### src/rtl/sfc_pkg.sv
// ============================================================================
// sfc_pkg
// Shared types and codes for the sensor frame checker.
// ============================================================================
package sfc_pkg;

   // beat kinds on the request side (req_tuser)
   localparam logic [1:0] ACT_BYTE = 2'd0;   // received serial byte
   localparam logic [1:0] ACT_IDLE = 2'd1;   // idle line, frame ends
   localparam logic [1:0] ACT_READ = 2'd2;   // table read

   // result status codes (rsp_tuser)
   localparam logic [2:0] STAT_OK    = 3'd0;
   localparam logic [2:0] STAT_LEN   = 3'd1;
   localparam logic [2:0] STAT_HDR   = 3'd2;
   localparam logic [2:0] STAT_CSUM  = 3'd3;
   localparam logic [2:0] STAT_INDEX = 3'd4;

   // header register reset value
   localparam logic [7:0] HEADER_RESET = 8'h62;

   // byte positions inside a frame
   localparam logic [4:0] POS_HEADER = 5'd0;
   localparam logic [4:0] POS_INDEX  = 5'd4;
   localparam logic [4:0] POS_DHIGH  = 5'd5;
   localparam logic [4:0] POS_DLOW   = 5'd6;
   localparam logic [4:0] POS_CHECK  = 5'd8;

   // bytes 0..XOR_SPAN-1 enter the checksum
   localparam logic [4:0] XOR_SPAN  = 5'd8;
   localparam logic [4:0] COUNT_MAX = 5'd31;

   // the table can only be read through a 4-bit slot
   localparam int READ_SLOTS = 16;

   // frame capture state as seen by the checker
   typedef struct packed {
      logic [4:0]  count;
      logic [7:0]  first;
      logic [7:0]  index;
      logic [15:0] distance;
      logic [7:0]  sum;
      logic [7:0]  check;
   } frame_sum_type;

endpackage

### src/rtl/sensor_frame_checker_core.sv
// ============================================================================
// sensor_frame_checker_core
// Serial sensor frame checker: header, length and XOR checks, distance table.
//
//  channel  dir  handshake              payload
//  req      in   req_tvalid/req_tready  tuser action, tdata read_slot|data_byte
//  rsp      out  rsp_tvalid/rsp_tready  tuser status, tdata distance|sensor_slot
//  csr      in   csr_valid/csr_ready    csr_data header_byte
//
// One beat per cycle while not stalled: input register, one level of check logic,
// result register. A beat's result is registered behind the input register.
// Byte and unused beats produce no result and never wait on rsp_tready.
// Idle and read beats hold in the input stage while a pending result is not taken.
// Synchronous reset clears the frame state, table and header (to 0x62).
// ============================================================================
module sensor_frame_checker_core #(
   parameter int FRAME_BYTES  = 10,
   parameter int SENSOR_SLOTS = 16
) (
   input  logic        clock,
   input  logic        reset,
   // request: tuser = action[1:0]; tdata = data_byte[7:0], read_slot[11:8], pad
   input  logic        req_tvalid,
   output logic        req_tready,
   input  logic [1:0]  req_tuser,
   input  logic [15:0] req_tdata,
   // response: tuser = status[2:0]; tdata = sensor_slot[3:0], distance[19:4], pad
   output logic        rsp_tvalid,
   input  logic        rsp_tready,
   output logic [2:0]  rsp_tuser,
   output logic [23:0] rsp_tdata,
   // header register write
   input  logic        csr_valid,
   output logic        csr_ready,
   input  logic [7:0]  csr_data
);

   localparam int TABLE_DEPTH = (SENSOR_SLOTS < sfc_pkg::READ_SLOTS) ?
                                SENSOR_SLOTS : sfc_pkg::READ_SLOTS;
   localparam int SLOT_W = (TABLE_DEPTH > 1) ? $clog2(TABLE_DEPTH) : 1;
   localparam logic [4:0] FRAME_CNT = 5'(FRAME_BYTES);
   localparam logic [8:0] SLOT_LIM  = 9'(SENSOR_SLOTS);
   localparam logic [8:0] DEPTH_LIM = 9'(TABLE_DEPTH);

   // header register
   logic [7:0] header_ff;
   assign csr_ready = 1'b1;

   always_ff @(posedge clock) begin
      if (reset) begin
         header_ff <= sfc_pkg::HEADER_RESET;
      end else if (csr_valid) begin
         header_ff <= csr_data;
      end
   end

   // input stage
   logic       s1_valid_ff;
   logic [1:0] s1_action_ff;
   logic [7:0] s1_byte_ff;
   logic [3:0] s1_slot_ff;
   logic       has_result;
   logic       rsp_free;
   logic       s1_adv;
   logic       req_take;

   assign has_result = (s1_action_ff == sfc_pkg::ACT_IDLE) ||
                       (s1_action_ff == sfc_pkg::ACT_READ);
   assign rsp_free   = !rsp_tvalid || rsp_tready;
   assign s1_adv     = s1_valid_ff && (!has_result || rsp_free);
   assign req_tready = !s1_valid_ff || s1_adv;
   assign req_take   = req_tvalid && req_tready;

   always_ff @(posedge clock) begin
      if (reset) begin
         s1_valid_ff <= 1'b0;
      end else if (req_take) begin
         s1_valid_ff <= 1'b1;
      end else if (s1_adv) begin
         s1_valid_ff <= 1'b0;
      end
   end

   always_ff @(posedge clock) begin
      if (req_take) begin
         s1_action_ff <= req_tuser;
         s1_byte_ff   <= req_tdata[7:0];
         s1_slot_ff   <= req_tdata[11:8];
      end
   end

   // frame capture
   sfc_pkg::frame_sum_type frame_sum;

   sfc_frame_acc u_acc (
      .clock     (clock),
      .reset     (reset),
      .step_en   (s1_adv),
      .action    (s1_action_ff),
      .data_byte (s1_byte_ff),
      .frame_sum (frame_sum)
   );

   // frame checks, in priority order
   logic [2:0]  idle_status;
   logic [7:0]  wr_idx;
   logic        idx_bad;

   assign wr_idx  = frame_sum.index - 8'd1;
   assign idx_bad = (frame_sum.index == 8'd0) || ({1'b0, frame_sum.index} > SLOT_LIM);

   always_comb begin
      if (frame_sum.count != FRAME_CNT) begin
         idle_status = sfc_pkg::STAT_LEN;
      end else if (frame_sum.first != header_ff) begin
         idle_status = sfc_pkg::STAT_HDR;
      end else if (frame_sum.check != frame_sum.sum) begin
         idle_status = sfc_pkg::STAT_CSUM;
      end else if (idx_bad) begin
         idle_status = sfc_pkg::STAT_INDEX;
      end else begin
         idle_status = sfc_pkg::STAT_OK;
      end
   end

   // distance table; slots past what a read can reach are never stored
   logic        tbl_wr_en;
   logic [15:0] tbl_rd_data;

   assign tbl_wr_en = s1_adv && (s1_action_ff == sfc_pkg::ACT_IDLE) &&
                      (idle_status == sfc_pkg::STAT_OK) && ({1'b0, wr_idx} < DEPTH_LIM);

   sfc_dist_table #(
      .DEPTH (TABLE_DEPTH)
   ) u_table (
      .clock   (clock),
      .reset   (reset),
      .wr_en   (tbl_wr_en),
      .wr_addr (wr_idx[SLOT_W-1:0]),
      .wr_data (frame_sum.distance),
      .rd_addr (s1_slot_ff[SLOT_W-1:0]),
      .rd_data (tbl_rd_data)
   );

   // result select
   logic [2:0]  res_status;
   logic [3:0]  res_slot;
   logic [15:0] res_dist;

   always_comb begin
      res_status = sfc_pkg::STAT_OK;
      res_slot   = '0;
      res_dist   = '0;
      case (s1_action_ff)
         sfc_pkg::ACT_IDLE: begin
            res_status = idle_status;
            if (idle_status == sfc_pkg::STAT_OK) begin
               res_slot = wr_idx[3:0];
               res_dist = frame_sum.distance;
            end
         end
         sfc_pkg::ACT_READ: begin
            res_slot = s1_slot_ff;
            if ({5'd0, s1_slot_ff} >= SLOT_LIM) begin
               res_status = sfc_pkg::STAT_INDEX;
            end else begin
               res_dist = tbl_rd_data;
            end
         end
         default: ;
      endcase
   end

   // result register
   logic        rsp_valid_ff;
   logic [2:0]  rsp_status_ff;
   logic [3:0]  rsp_slot_ff;
   logic [15:0] rsp_dist_ff;

   always_ff @(posedge clock) begin
      if (reset) begin
         rsp_valid_ff <= 1'b0;
      end else if (s1_adv && has_result) begin
         rsp_valid_ff <= 1'b1;
      end else if (rsp_tready) begin
         rsp_valid_ff <= 1'b0;
      end
   end

   always_ff @(posedge clock) begin
      if (s1_adv && has_result) begin
         rsp_status_ff <= res_status;
         rsp_slot_ff   <= res_slot;
         rsp_dist_ff   <= res_dist;
      end
   end

   assign rsp_tvalid = rsp_valid_ff;
   assign rsp_tuser  = rsp_status_ff;
   assign rsp_tdata  = {4'd0, rsp_dist_ff, rsp_slot_ff};

`ifndef NO_ASSERTIONS
   // a table write only ever comes from a frame that passed every check
   a_write_ok: assert property (@(posedge clock) disable iff (reset)
      tbl_wr_en |-> (s1_action_ff == sfc_pkg::ACT_IDLE) && (idle_status == sfc_pkg::STAT_OK))
      else $error("table write from a rejected frame");

   // an idle beat restarts the frame count and checksum
   a_idle_clears: assert property (@(posedge clock) disable iff (reset)
      s1_adv && (s1_action_ff == sfc_pkg::ACT_IDLE) |=>
         (frame_sum.count == 5'd0) && (frame_sum.sum == 8'd0))
      else $error("frame state not cleared after idle");

   // a result-producing beat never leaves while a result is stuck
   a_no_overwrite: assert property (@(posedge clock) disable iff (reset)
      rsp_valid_ff && !rsp_tready && s1_valid_ff && has_result |=> s1_valid_ff)
      else $error("pending result overwritten");

   // byte beats never create a result
   a_byte_silent: assert property (@(posedge clock) disable iff (reset)
      s1_adv && (s1_action_ff == sfc_pkg::ACT_BYTE) && !rsp_valid_ff |=> !rsp_valid_ff)
      else $error("result raised by a byte beat");
`endif

endmodule

### src/rtl/sfc_frame_acc.sv
// ============================================================================
// sfc_frame_acc
// Byte counter, field capture and running XOR for the frame being received.
// ============================================================================
module sfc_frame_acc (
   input  logic                  clock,
   input  logic                  reset,
   input  logic                  step_en,    // request beat leaves the input stage
   input  logic [1:0]            action,
   input  logic [7:0]            data_byte,
   output sfc_pkg::frame_sum_type frame_sum
);

   logic [4:0] count_ff, count_in;
   logic [7:0] first_ff, first_in;
   logic [7:0] index_ff, index_in;
   logic [7:0] dhigh_ff, dhigh_in;
   logic [7:0] dlow_ff,  dlow_in;
   logic [7:0] sum_ff,   sum_in;
   logic [7:0] check_ff, check_in;

   // next state
   always_comb begin
      count_in = count_ff;
      first_in = first_ff;
      index_in = index_ff;
      dhigh_in = dhigh_ff;
      dlow_in  = dlow_ff;
      sum_in   = sum_ff;
      check_in = check_ff;
      if (step_en) begin
         case (action)
            sfc_pkg::ACT_BYTE: begin
               case (count_ff)
                  sfc_pkg::POS_HEADER: first_in = data_byte;
                  sfc_pkg::POS_INDEX:  index_in = data_byte;
                  sfc_pkg::POS_DHIGH:  dhigh_in = data_byte;
                  sfc_pkg::POS_DLOW:   dlow_in  = data_byte;
                  sfc_pkg::POS_CHECK:  check_in = data_byte;
                  default: ;
               endcase
               if (count_ff < sfc_pkg::XOR_SPAN) begin
                  sum_in = sum_ff ^ data_byte;
               end
               // saturating count
               if (count_ff != sfc_pkg::COUNT_MAX) begin
                  count_in = count_ff + 5'd1;
               end
            end
            sfc_pkg::ACT_IDLE: begin
               count_in = '0;
               sum_in   = '0;
            end
            default: ;
         endcase
      end
   end

   always_ff @(posedge clock) begin
      if (reset) begin
         count_ff <= '0;
         first_ff <= '0;
         index_ff <= '0;
         dhigh_ff <= '0;
         dlow_ff  <= '0;
         sum_ff   <= '0;
         check_ff <= '0;
      end else begin
         count_ff <= count_in;
         first_ff <= first_in;
         index_ff <= index_in;
         dhigh_ff <= dhigh_in;
         dlow_ff  <= dlow_in;
         sum_ff   <= sum_in;
         check_ff <= check_in;
      end
   end

   assign frame_sum.count    = count_ff;
   assign frame_sum.first    = first_ff;
   assign frame_sum.index    = index_ff;
   assign frame_sum.distance = {dhigh_ff, dlow_ff};
   assign frame_sum.sum      = sum_ff;
   assign frame_sum.check    = check_ff;

endmodule

### src/rtl/sfc_dist_table.sv
// ============================================================================
// sfc_dist_table
// Per-sensor distance table, one write and one read port, cleared on reset.
// ============================================================================
module sfc_dist_table #(
   parameter int DEPTH = 16
) (
   input  logic                                clock,
   input  logic                                reset,
   input  logic                                wr_en,
   input  logic [(DEPTH > 1 ? $clog2(DEPTH) : 1)-1:0] wr_addr,
   input  logic [15:0]                         wr_data,
   input  logic [(DEPTH > 1 ? $clog2(DEPTH) : 1)-1:0] rd_addr,
   output logic [15:0]                         rd_data
);

   logic [15:0] entry_ff [DEPTH];

   // write port; reset brings every entry back to zero
   always_ff @(posedge clock) begin
      if (reset) begin
         for (int i = 0; i < DEPTH; i++) begin
            entry_ff[i] <= '0;
         end
      end else if (wr_en) begin
         entry_ff[wr_addr] <= wr_data;
      end
   end

   // read port, caller guards the range
   assign rd_data = entry_ff[rd_addr];

endmodule

### config.mk
export PLATFORM = sky130hd
export DESIGN_NAME = sensor_frame_checker_core
export DESIGN_NICKNAME = d
export VERILOG_FILES = /design/src/rtl/sfc_pkg.sv /design/src/rtl/sensor_frame_checker_core.sv /design/src/rtl/sfc_frame_acc.sv /design/src/rtl/sfc_dist_table.sv
export SDC_FILE = /design/constraint.sdc
export NUM_CORES = 1
export LEC_CHECK = 0
export ABC_AREA = 0
export BUFFER_PORTS_ARGS = -buffer_cell sky130_fd_sc_hd__clkbuf_2
export CAP_MARGIN = 20
export CORE_MARGIN = 5
export CORE_UTILIZATION = 35
export DETAILED_ROUTE_END_ITERATION = 8
export GPL_TIMING_DRIVEN = 0
export RECOVER_POWER = 100
export SLEW_MARGIN = 10
export SYNTH_ARGS = -nofsm -noshare
export SYNTH_HDL_FRONTEND = slang
export SYNTH_SLANG_ARGS = --single-unit
### constraint.sdc
create_clock -name clock -period 8.9 [get_ports clock]
set_clock_uncertainty 0.1 [all_clocks]
set_input_delay 0.89 -clock clock [delete_from_list [all_inputs] [get_ports clock]]
set_output_delay 0.89 -clock clock [all_outputs]
set_load 0.02 [all_outputs]
Word-level counts from Yosys, hierarchy flattened
Memories as Yosys holds them, arrays and structs flattened. A register that Yosys moved wholly into a read port is not among the register bits. Index checks and enable logic that the tools add are counted. Widths: inputs -> output; s select.

Eq/ne operators: 12. $lt $le $gt $ge: 3. Reductions and logical operators: 29. $add $sub $neg: 2. Bitwise operators: 1. Mux-type cells: 25.

Operators with widths (count): $mux 16 (2); $pmux 16 s2 (1); $reduce_and 3->1 (7); $ne 8x8->1 (2); $pmux 8 s2 (1); $reduce_or 16->1 (1); $eq 5x3->1 const B (3); $mux 3 (4); $mux 4 (3); $mux 1 (10); $pmux 5 s2 (1); $gt 8x5->1 const B (1); $logic_not 8->1 (1); $lt 8x5->1 const B (1); $mux 8 (1); $pmux 4 s2 (1); $sub 8x1->8 const B (1); $xor 8x8->8 (1); $logic_and 1x1->1 (6); $reduce_bool 2->1 (3); $add 5x1->5 const B (1); $eq 5x4->1 const B (1); $logic_not 5->1 (1); $logic_or 1x1->1 (5); 10 further kinds (13).

Register bits after elaboration: 100. Bits in writable memories: 256. Output and inout port bits: 30. Input port bits: 31. Memories: 1.

Memory list: u_table.entry_ff (words 16, width 16, rd ports 1, clocked after memory_dff 1, write ports 16, RTL line sfc_dist_table.sv:17) `logic [15:0] entry_ff [DEPTH];`.

Logic depth before layout (Yosys ltp)
Gate-level depths: netlist of run 1.

Depth in word-level cells: 14. Mapped depth: 11. Gate-level depth less buffers: 8.

By module
From an unflattened synthesis of run 1, not the netlist that was laid out.

Cells, all modules: 1160. Area total of the unflattened synthesis: 16360.7 µm².

By module, submodules not included: sfc_dist_table (times used 1, cells an instance 722, area each 11553.6 µm², sequential area each 7687.4 µm²); sensor_frame_checker_core (times used 1, cells an instance 203, area each 2461.1 µm², sequential area each 1311.3 µm²); sfc_frame_acc (times used 1, cells an instance 235, area each 2346.0 µm², sequential area each 1061.0 µm²).

Worst setup path before layout of run 1
Ideal clock, no wire load.

Kind: input-to-reg. Start: input port reset. End: memory u_table.entry_ff[7][0], enable pin. Arrival: 2.946 ns. Setup slack: 5.461 ns. Data required time: 8.408 ns. Stages on the path: 9. Library setup time: 0.392 ns. Buffers on the path: 4. Path through: clkbuf_1 -> nor3_1 -> nand3_1 -> nor4b_2 -> nand4_1 -> buf_2 -> buf_6 -> buf_6 -> o21bai_1.

RTL lines: from (decl) (RTL line sensor_frame_checker_core.sv:21) `input logic reset,`; to (decl) (RTL line sfc_dist_table.sv:17).

==> impl_metrics.ini, run 1 <==
[place]
globalplace.congestion = 0.931
port_buffers = 50
dp_cells = 1932
preCtsSetupSlack_ns = 5.13
dp_hpwl_um = 34800

[clock_network]
clkSinkCount = 360
cts-resized-gates = 0
post_cts_buffers = 0
cts_htree_levels = 2
cts-root-buf = clkbuf_16
insertion_delay_ns = 0.55
cts_tree = built
cts.path.max_buffers = 3
cts_buffers = 40
clk_pin_slew_worst_paths_ns = 0.06
cts-hold-fix-buffers = 0

[critical_path]
start_kind = flip-flop
critPathKind = reg2reg
worst-path-max-fanout = 16
crit_path_end_kind = flip-flop
cp.arrival_ns = 4.91
worstRegToRegCells = 11
crit_required_ns = 8.95

[status]
violations = capacitance limit, slew limit
outcome = complete, but fails checks

[sta]
worstMarginPinSlew_ns = 1.57
fin_setup_tns_ns = 0
rsz0062_at_grt = false
worst_slack_ns = 4.04
slew-limit-headroom_pct = -5.06
setup_violations = 0
fin_crit_ns = 4.86
maxSlewViolCount = 51
max_freq_ghz = 0.206
finalCritPeriodShare_pct = 54.6
fin_hold_ws_ns = 0.378
hold_viol = 0

[worst_hold_path]
hold_class = reg2reg
holdPathStages = 2

[route]
ant_nets = 0
drt-pass1-iter-count = 6
routed_wl_um = 48900
vias_per_cell = 5.69
first_iter_violations = 1347
drc = 0
wl_per_cell_um = 24.4
num_vias = 11418

[yosys]
synth_top_area_share_pct = 53.7
yosys_warnings = 0
synth_ff_type = edfxtp_1
seq_area_frac_synth_pct = 61.9
synth_top_cell_by_area = edfxtp_1
synthCells = 1259
synth.distinct_cells = 49
ys_async_sr_fraction_pct = 0
synth_edf_count = 293
syn_avg_cell_area_um2 = 13.0
ys_ff_latch = 360
netlist_area_mm2 = 0.0164
yosys-top-cells-area = edfxtp_1 54%, dfxtp_1 8.2%, nor3_1 6.3%, mux2i_1 5.2%, mux4_2 4.4%

[die]
fp.dieW_um = 226
core_area_mm2 = 0.0465
dieHeight_um = 226
io_pins = 61
rows = 79
initial_core_util_pct = 35.3
die_area_mm2 = 0.0512

[flow_run]
maxCapViolCount = 3

[global_route]
grt_max_degree = 24
track_usage_pct = 18.8
grt_pass1_vias = 11133
antenna_found_initial = 2
grt-ovfl-total = 0
grt_pass1_wl_um = 72500

[layout]
drive_above_1_share_pct = 10.8
final_common_cell = edfxtp_1
fin_cells = 2006
final_cell_mix = 293 x edfxtp_1, 243 x nor3_1, 157 x clkbuf_1
synthToLayoutAreaGrowth_pct = 12.3
register_area_mm2 = 0.0101
nets = 1412
fillers = 4467
diodes = 0
multi_input_area_mm2 = 0.00540

[pwr]
p_per_area_mw_per_mm2 = 207
leakage_uw = 0.00586
ir_drop_uv = 149
kinds of logic after synthesis:
| kind of cell | after synthesis | synth area share (%) |
|---|---|---|
| simple gates | 453 | 15.5 |
| flops | 360 | 61.9 |
| other cells | 2 | 0.0459 |
| mux | 121 | 9.87 |
| compound gates | 132 | 5.91 |
| buf+inv | 147 | 4.07 |
| fa+ha+maj | 13 | 0.993 |
| xor+xnor | 31 | 1.66 |
registers in the layout (all words and copies together) (netlist names), 8 cells and up, named ones only:
signal	flops
u_table.entry_ff	256
u_acc.sum_ff	8
u_acc.dlow_ff	8
u_acc.index_ff	8
s1_byte_ff	8
u_acc.check_ff	8
u_acc.dhigh_ff	8
rsp_dist_ff	16
u_acc.first_ff	8
header_ff	8
worst max-delay path, stage by stage (launching register included):
cell,delay (ns)
dfxtp_1,0.36
inv_1,0.14
ha_1,0.15
clkbuf_1,0.23
nor3b_1,0.28
xor2_1,0.11
nor4b_1,0.36
nand4_1,0.21
clkbuf_1,0.28
clkbuf_1,0.41
clkbuf_1,0.48
o21bai_1,1.34
layout make-up:
cell class | count | share of cell area, %
multi-input combinational | 755 | 29.4
buffer | 119 | 2.58
clock buffer | 56 | 6.17
timing repair buffer | 64 | 1.45
sequential | 360 | 55.1
tap | 607 | 4.13
clock inverter | 17 | 0.619
inverter | 28 | 0.571
cells in the mapped netlist (9+ instances only):
library cell and instances:
edfxtp_1 293, nor3_1 207, mux2i_1 85, clkbuf_1 68
dfxtp_1 67, nor3_2 64, nor2_1 50, nand3_1 47
nand2_1 46, mux4_2 32, a21oi_1 30, inv_1 28
a221oi_1 27, buf_2 23, xor2_1 20, o21bai_1 16
a32o_1 15, buf_1 14, ha_1 13, o21ai_0 13
a22oi_1 11, xnor2_1 11, nor2b_1 10, buf_6 9
through the flow:
step / total power, µW / cell area [µm²] / util [%]
5_1_grt: 3910 / 18400 / 39.6
4_1_cts: 3820 / 18900 / 40.6
6_report: 3810 / 18400 / 39.6
2_1_floorplan: 2120 / 16400 / -
3_5_place_dp: 2250 / 17600 / 38.0
3_3_place_gp: 2230 / 17400 / 37.5
path summary, 6_finish.rpt:
check | from | to | slack [ns]
worst max-delay path | u_acc.index_ff[0] | u_table.entry_ff[2][11] | 4.04
worst min-delay path | u_acc.dhigh_ff[7] | u_acc.dhigh_ff[7] | 0.38
worst max register to register | u_acc.index_ff[0] | u_table.entry_ff[2][11] | 4.04
worst min register to register | u_acc.dhigh_ff[7] | u_acc.dhigh_ff[7] | 0.38
report_power, final:
| group | internal, µW | total [µW] | switching, µW |
|---|---|---|---|
| combinational | 99.0 | 286 | 187 |
| clock | 920 | 1600 | 678 |
| sequential | 1890 | 1920 | 30.4 |
| total | 2910 | 3810 | 895 |
layer usage:
metal	part of all wire, %	global-route usage [%]	vias to the layer above
met4	3.7	6.52	4
met2	46	29.5	555
met3	9.1	3.56	106
li1	-	-	5006
met1	41	26.5	5747
met5	0.069	0	-
Note: power is estimated with default switching activity, not from simulation.
==> run 2, diff against run 1 <==
clock period = 4.3 ns   (was 8.9 ns; I/O delays follow)
==> impl_metrics.ini, run 2 (synthesized netlist as in run 1, its figures left out) <==
[clock_network]
insertion_delay_ns = 0.55
cts.path.max_buffers = 3
cts-root-buf = clkbuf_16
clk_pin_slew_worst_paths_ns = 0.06
clkSinkCount = 360
cts_buffers = 40
cts_htree_levels = 2
cts_tree = built

[pwr]
ir_drop_uv = 307
leakage_uw = 0.00605
p_per_area_mw_per_mm2 = 423

[global_route]
grt_util_met1_pct = 26.6
use_met3_pct = 3.37
grt_util_met2_pct = 29.8
grt_pass1_wl_um = 72900
grt_pass1_vias = 11229
busiest_layer = met2
antenna_found_initial = 0
grt_max_degree = 24
track_usage_pct = 18.9
grt-ovfl-total = 0

[layout]
largest-register = u_table.entry_ff
drive_above_1_share_pct = 12.1
synthToLayoutAreaGrowth_pct = 14.1
final_cell_mix = 293 x edfxtp_1, 253 x nor3_1, 136 x clkbuf_1
diodes = 0
largest_register_ff_count = 256
nets = 1429
reg_top3 = u_table.entry_ff x256, rsp_dist_ff x16
final_common_cell = edfxtp_1

[critical_path]
start_kind = flip-flop
crit_buf_inv = 3
slowest_delay_ns = 0.91
worst-path-max-fanout = 10
worstRegToRegCells = 8
critPathKind = reg2reg
cp.arrival_ns = 4.21
crit_path_end_kind = flip-flop
crit_top_cell = buf_2
rrSetupSlack_ns = 0.37
crit_slowest_cell = clkbuf_1
crit_required_ns = 4.59
cp_cell_sequence = buf_2, buf_2, clkbuf_1, mux2i_1, a221oi_1, nor2_1, o21ai_0, a32o_1
r2r-end = rsp_dist_ff[9]
path_delay_family = compound AO/OA/AOI/OAI gates

[die]
core_area_mm2 = 0.0465
io_pins = 61
die_area_mm2 = 0.0512
dieHeight_um = 226
initial_core_util_pct = 35.3
rows = 79
fp.dieW_um = 226

[route]
routed_wl_um = 49100
drc = 0
drt-pass1-iter-count = 5
vias_per_cell = 5.70
first_iter_violations = 1330
ant_nets = 0
num_vias = 11526
wl_per_cell_um = 24.3

[worst_hold_path]
holdPathStages = 3
hp-start = req_tvalid
hold_class = in2reg
min_to = s1_valid_ff

[sta]
fin_setup_tns_ns = 0
hold_viol = 0
setup_violations = 0
fin_hold_ws_ns = 0.0301
worstMarginPinSlew_ns = 1.17
slew-limit-headroom_pct = 22.1
rsz0062_at_grt = false
maxSlewViolCount = 0
finalCritPeriodShare_pct = 91.4
max_freq_ghz = 0.255
fin_crit_ns = 3.93

[flow_run]
maxCapViolCount = 0

[place]
port_buffers = 50
dp_hpwl_um = 34800
globalplace.congestion = 0.931

[status]
outcome = completed
[run 2: layout make-up]
cell class,instances,area [µm²]
Buffer,119,514
Sequential cell,360,10100
Fill cell,4425,27800
Inverter,28,105
Multi-Input combinational cell,755,5390
Timing Repair Buffer,81,539
Clock buffer,56,1130
Tap cell,607,759
Clock inverter,17,114
[run 2: layer usage]
| metal | part of all wire [%] | up-vias | routed length, µm |
|---|---|---|---|
| li1 | - | 5042 | - |
| met1 | 42 | 5839 | 20600 |
| met2 | 46 | 544 | 22500 |
| met3 | 8.4 | 101 | 4120 |
| met4 | 3.8 | 0 | 1870 |
| met5 | 0 | - | 0 |
[run 2: per-stage QoR]
stage                     setup slack [ns]  instance area, µm²  cells  utilization (%)  power [µW]
after floorplan                       1.00               16400   1262                -        4400
after global placement              -0.123               17400   1919             37.5        4620
after detailed placement             0.670               17600   1932             38.0        4650
after CTS                            0.656               19100   2022             41.0        7930
after global routing                 0.238               18700   2023             40.2        8130
final                                0.371               18700   2023             40.2        7900
[run 2: repair_timing]
item,in CTS,in global routing
endpoints found under the hold margin,17,0
setup buffers,0,0
resized for setup,0,0
hold buffers,17,0
[run 2: tightest hold or removal path: cells and delay by family]
kind | cells | cell delay [ns]
buffers and inverters | 2 | 0.14
AOI/OAI and AO/OA | 1 | 0.05
[run 2: power by group]
group	internal (µW)	switching (µW)	leakage (µW)
Clock	1900	1400	0.000608
Combinational	227	390	0.00212
Sequential	3910	62.8	0.00332
Total	6040	1860	0.00605
[run 2: worst max-delay path by stage]
stage / start / to / slack [ns] / depth (start not counted)
2_1_floorplan: u_acc.index_ff[0] / u_table.entry_ff[7][0] / 1.0 / 11
3_3_place_gp: u_acc.index_ff[0] / u_table.entry_ff[5][12] / -0.12 / 7
3_5_place_dp: u_acc.index_ff[0] / u_table.entry_ff[2][14] / 0.67 / 11
4_1_cts: u_acc.index_ff[0] / u_table.entry_ff[2][11] / 0.66 / 11
5_1_grt: u_acc.index_ff[0] / u_table.entry_ff[4][5] / 0.24 / 12
6_report: flip-flop / rsp_dist_ff[9] / 0.37 / 8
==> run 3, diff against run 2 <==
RECOVER_POWER = default   (was 100)
REMOVE_ABC_BUFFERS = 1   (was default)
==> impl_metrics.ini, run 3 (synthesized netlist as in run 1, its figures left out) <==
[status]
outcome = completed

[clock_network]
cts_buffers = 38
insertion_delay_ns = 0.54
clk_pin_slew_worst_paths_ns = 0.06
cts.path.max_buffers = 3
cts_htree_levels = 2
clkSinkCount = 360
cts_tree = built
cts-root-buf = clkbuf_16

[critical_path]
rrSetupSlack_ns = 0.45
r2r-start = s1_action_ff[0]
r2r-end = u_table.entry_ff[9][0]
cp_cell_sequence = inv_1, ha_1, nand3b_1, nand3_1, nor4b_2, nand4_1, buf_4, buf_8, buf_8, buf_8, o21bai_2, buf_8
crit_path_end_kind = flip-flop
cp.arrival_ns = 3.98
critPathKind = reg2reg
crit_top_cell = buf_8
crit_required_ns = 4.43
start_kind = flip-flop
crit_slowest_cell = ha_1
worst-path-max-fanout = 21
slowest_delay_ns = 0.67
worstRegToRegCells = 12

[die]
initial_core_util_pct = 35.3
io_pins = 61
fp.dieW_um = 226
core_area_mm2 = 0.0465
die_area_mm2 = 0.0512
dieHeight_um = 226
rows = 79

[global_route]
track_usage_pct = 16.4
grt_pass1_vias = 10716
grt-ovfl-total = 0
grt_max_degree = 73
antenna_found_initial = 0
grt_pass1_wl_um = 65000

[sta]
rsz0062_at_grt = false
worstMarginPinSlew_ns = 1.14
setup_violations = 0
fin_hold_ws_ns = 0.0316
worst_slack_ns = 0.448
max_freq_ghz = 0.260
fin_crit_ns = 3.85
hold_viol = 0
slew-limit-headroom_pct = 23.6
finalCritPeriodShare_pct = 89.6
maxSlewViolCount = 0

[pwr]
p_per_area_mw_per_mm2 = 400
leakage_uw = 0.00614
seqPwrFrac_pct = 53.0
p_switching_uw = 1710
ir_drop_uv = 238
power.share.clock_pct = 39.7
p_int_uw = 5850
pwr-share-comb_pct = 7.4
power_switching_share_pct = 22.6

[route]
vias_per_cell = 5.56
drt-pass1-iter-count = 6
wl_per_cell_um = 22.0
routed_wl_um = 42300
drc = 0
first_iter_violations = 1121
num_vias = 10710
ant_nets = 0

[layout]
nets = 1341
synthToLayoutAreaGrowth_pct = 15.3
drive_above_1_share_pct = 20.3
reg_top3 = u_table.entry_ff x256, rsp_dist_ff x16
final_common_cell = edfxtp_1
largest_register_ff_count = 256
final_cell_mix = 293 x edfxtp_1, 207 x nor3_1, 85 x mux2i_1
largest-register = u_table.entry_ff
diodes = 0
final_area_mm2 = 0.0189

[worst_hold_path]
hp-start = csr_data[4]
hold_class = in2reg
min_to = header_ff[4]
holdPathStages = 3

[place]
port_buffers = 51
dp_hpwl_um = 27700
placed_area_mm2 = 0.0176
preCtsSetupSlack_ns = 0.108
globalplace.congestion = 0.794

[flow_run]
maxCapViolCount = 0
[run 3: cell count changes in the layout (fill, tap and decap cells not counted), moves of 6 or more]
cell | before | now
o21bai_1 | 6 | 0
clkinv_1 | 8 | 2
clkbuf_1 | 136 | 15
buf_2 | 9 | 0
nor3_1 | 253 | 207
buf_8 | 6 | 28
clkbuf_2 | 25 | 50
nor3_2 | 18 | 64
[run 3: cell type report]
class                           instances  area, µm²
Tap cell                              607        759
Sequential cell                       360      10100
Timing Repair Buffer                  114       1120
Fill cell                            4299      27600
Multi-Input combinational cell        755       5670
Inverter                               28        105
Clock buffer                           56       1060
Clock inverter                          6       31.3
[run 3: how the worst max path moves through the flow]
stage	slack [ns]	endpoint	startpoint	cells past startpoint
finish	0.45	u_table.entry_ff[9][0]	s1_action_ff[0]	12
CTS	0.08	u_table.entry_ff[6][7]	s1_action_ff[0]	11
global route	0.26	u_table.entry_ff[9][0]	s1_action_ff[1]	12
detailed placement	0.11	u_table.entry_ff[6][12]	s1_action_ff[0]	11
floorplan	-8.24	u_table.entry_ff[6][0]	s1_action_ff[0]	7
global placement	-13.60	u_table.entry_ff[6][12]	reset	6
[run 3: power by group through the flow]
stage	combinational, µW	sequential, µW	clock [µW]
2_1_floorplan	317	4080	0
3_3_place_gp	489	4120	0
3_5_place_dp	532	4080	0
4_1_cts	547	4010	3040
5_1_grt	592	4020	3200
6_report	558	4000	3000
[run 3: stage by stage]
stage	std cells	utilization (%)	total power, µW	setup TNS [ns]
2_1_floorplan	1143	-	4400	-3406.76
5_1_grt	1926	40.7	7810	0
3_3_place_gp	1801	36.3	4610	-5810.76
6_report	1926	40.7	7560	0
3_5_place_dp	1842	37.8	4620	0
4_1_cts	1921	40.5	7600	0
[run 3: critical path, delay by kind of cell (launching register included)]
| family | cells | cell delay (ns) |
|---|---|---|
| AND/OR/NAND/NOR | 4 | 1.00 |
| buffers and inverters | 6 | 0.97 |
| adder cells (fa/ha/maj) | 1 | 0.67 |
| AO/OA/AOI/OAI | 1 | 0.43 |
| flip-flops | 1 | 0.36 |
[run 3: repair_timing]
action,4_1_cts,5_1_grt
endpoints found under the hold margin,17,0
setup endpoints to repair,0,47
gates resized for setup,0,1
hold buffers,17,0
setup buffers,0,3
[run 3: layer usage]
| layer | vias to the layer above | wire length [µm] | GRT usage (%) |
|---|---|---|---|
| met5 | - | 0 | 0 |
| met4 | 0 | 1220 | 5.32 |
| met3 | 76 | 2740 | 3.13 |
| met2 | 359 | 20300 | 26.6 |
| met1 | 5416 | 18100 | 22.3 |
| li1 | 4859 | - | - |
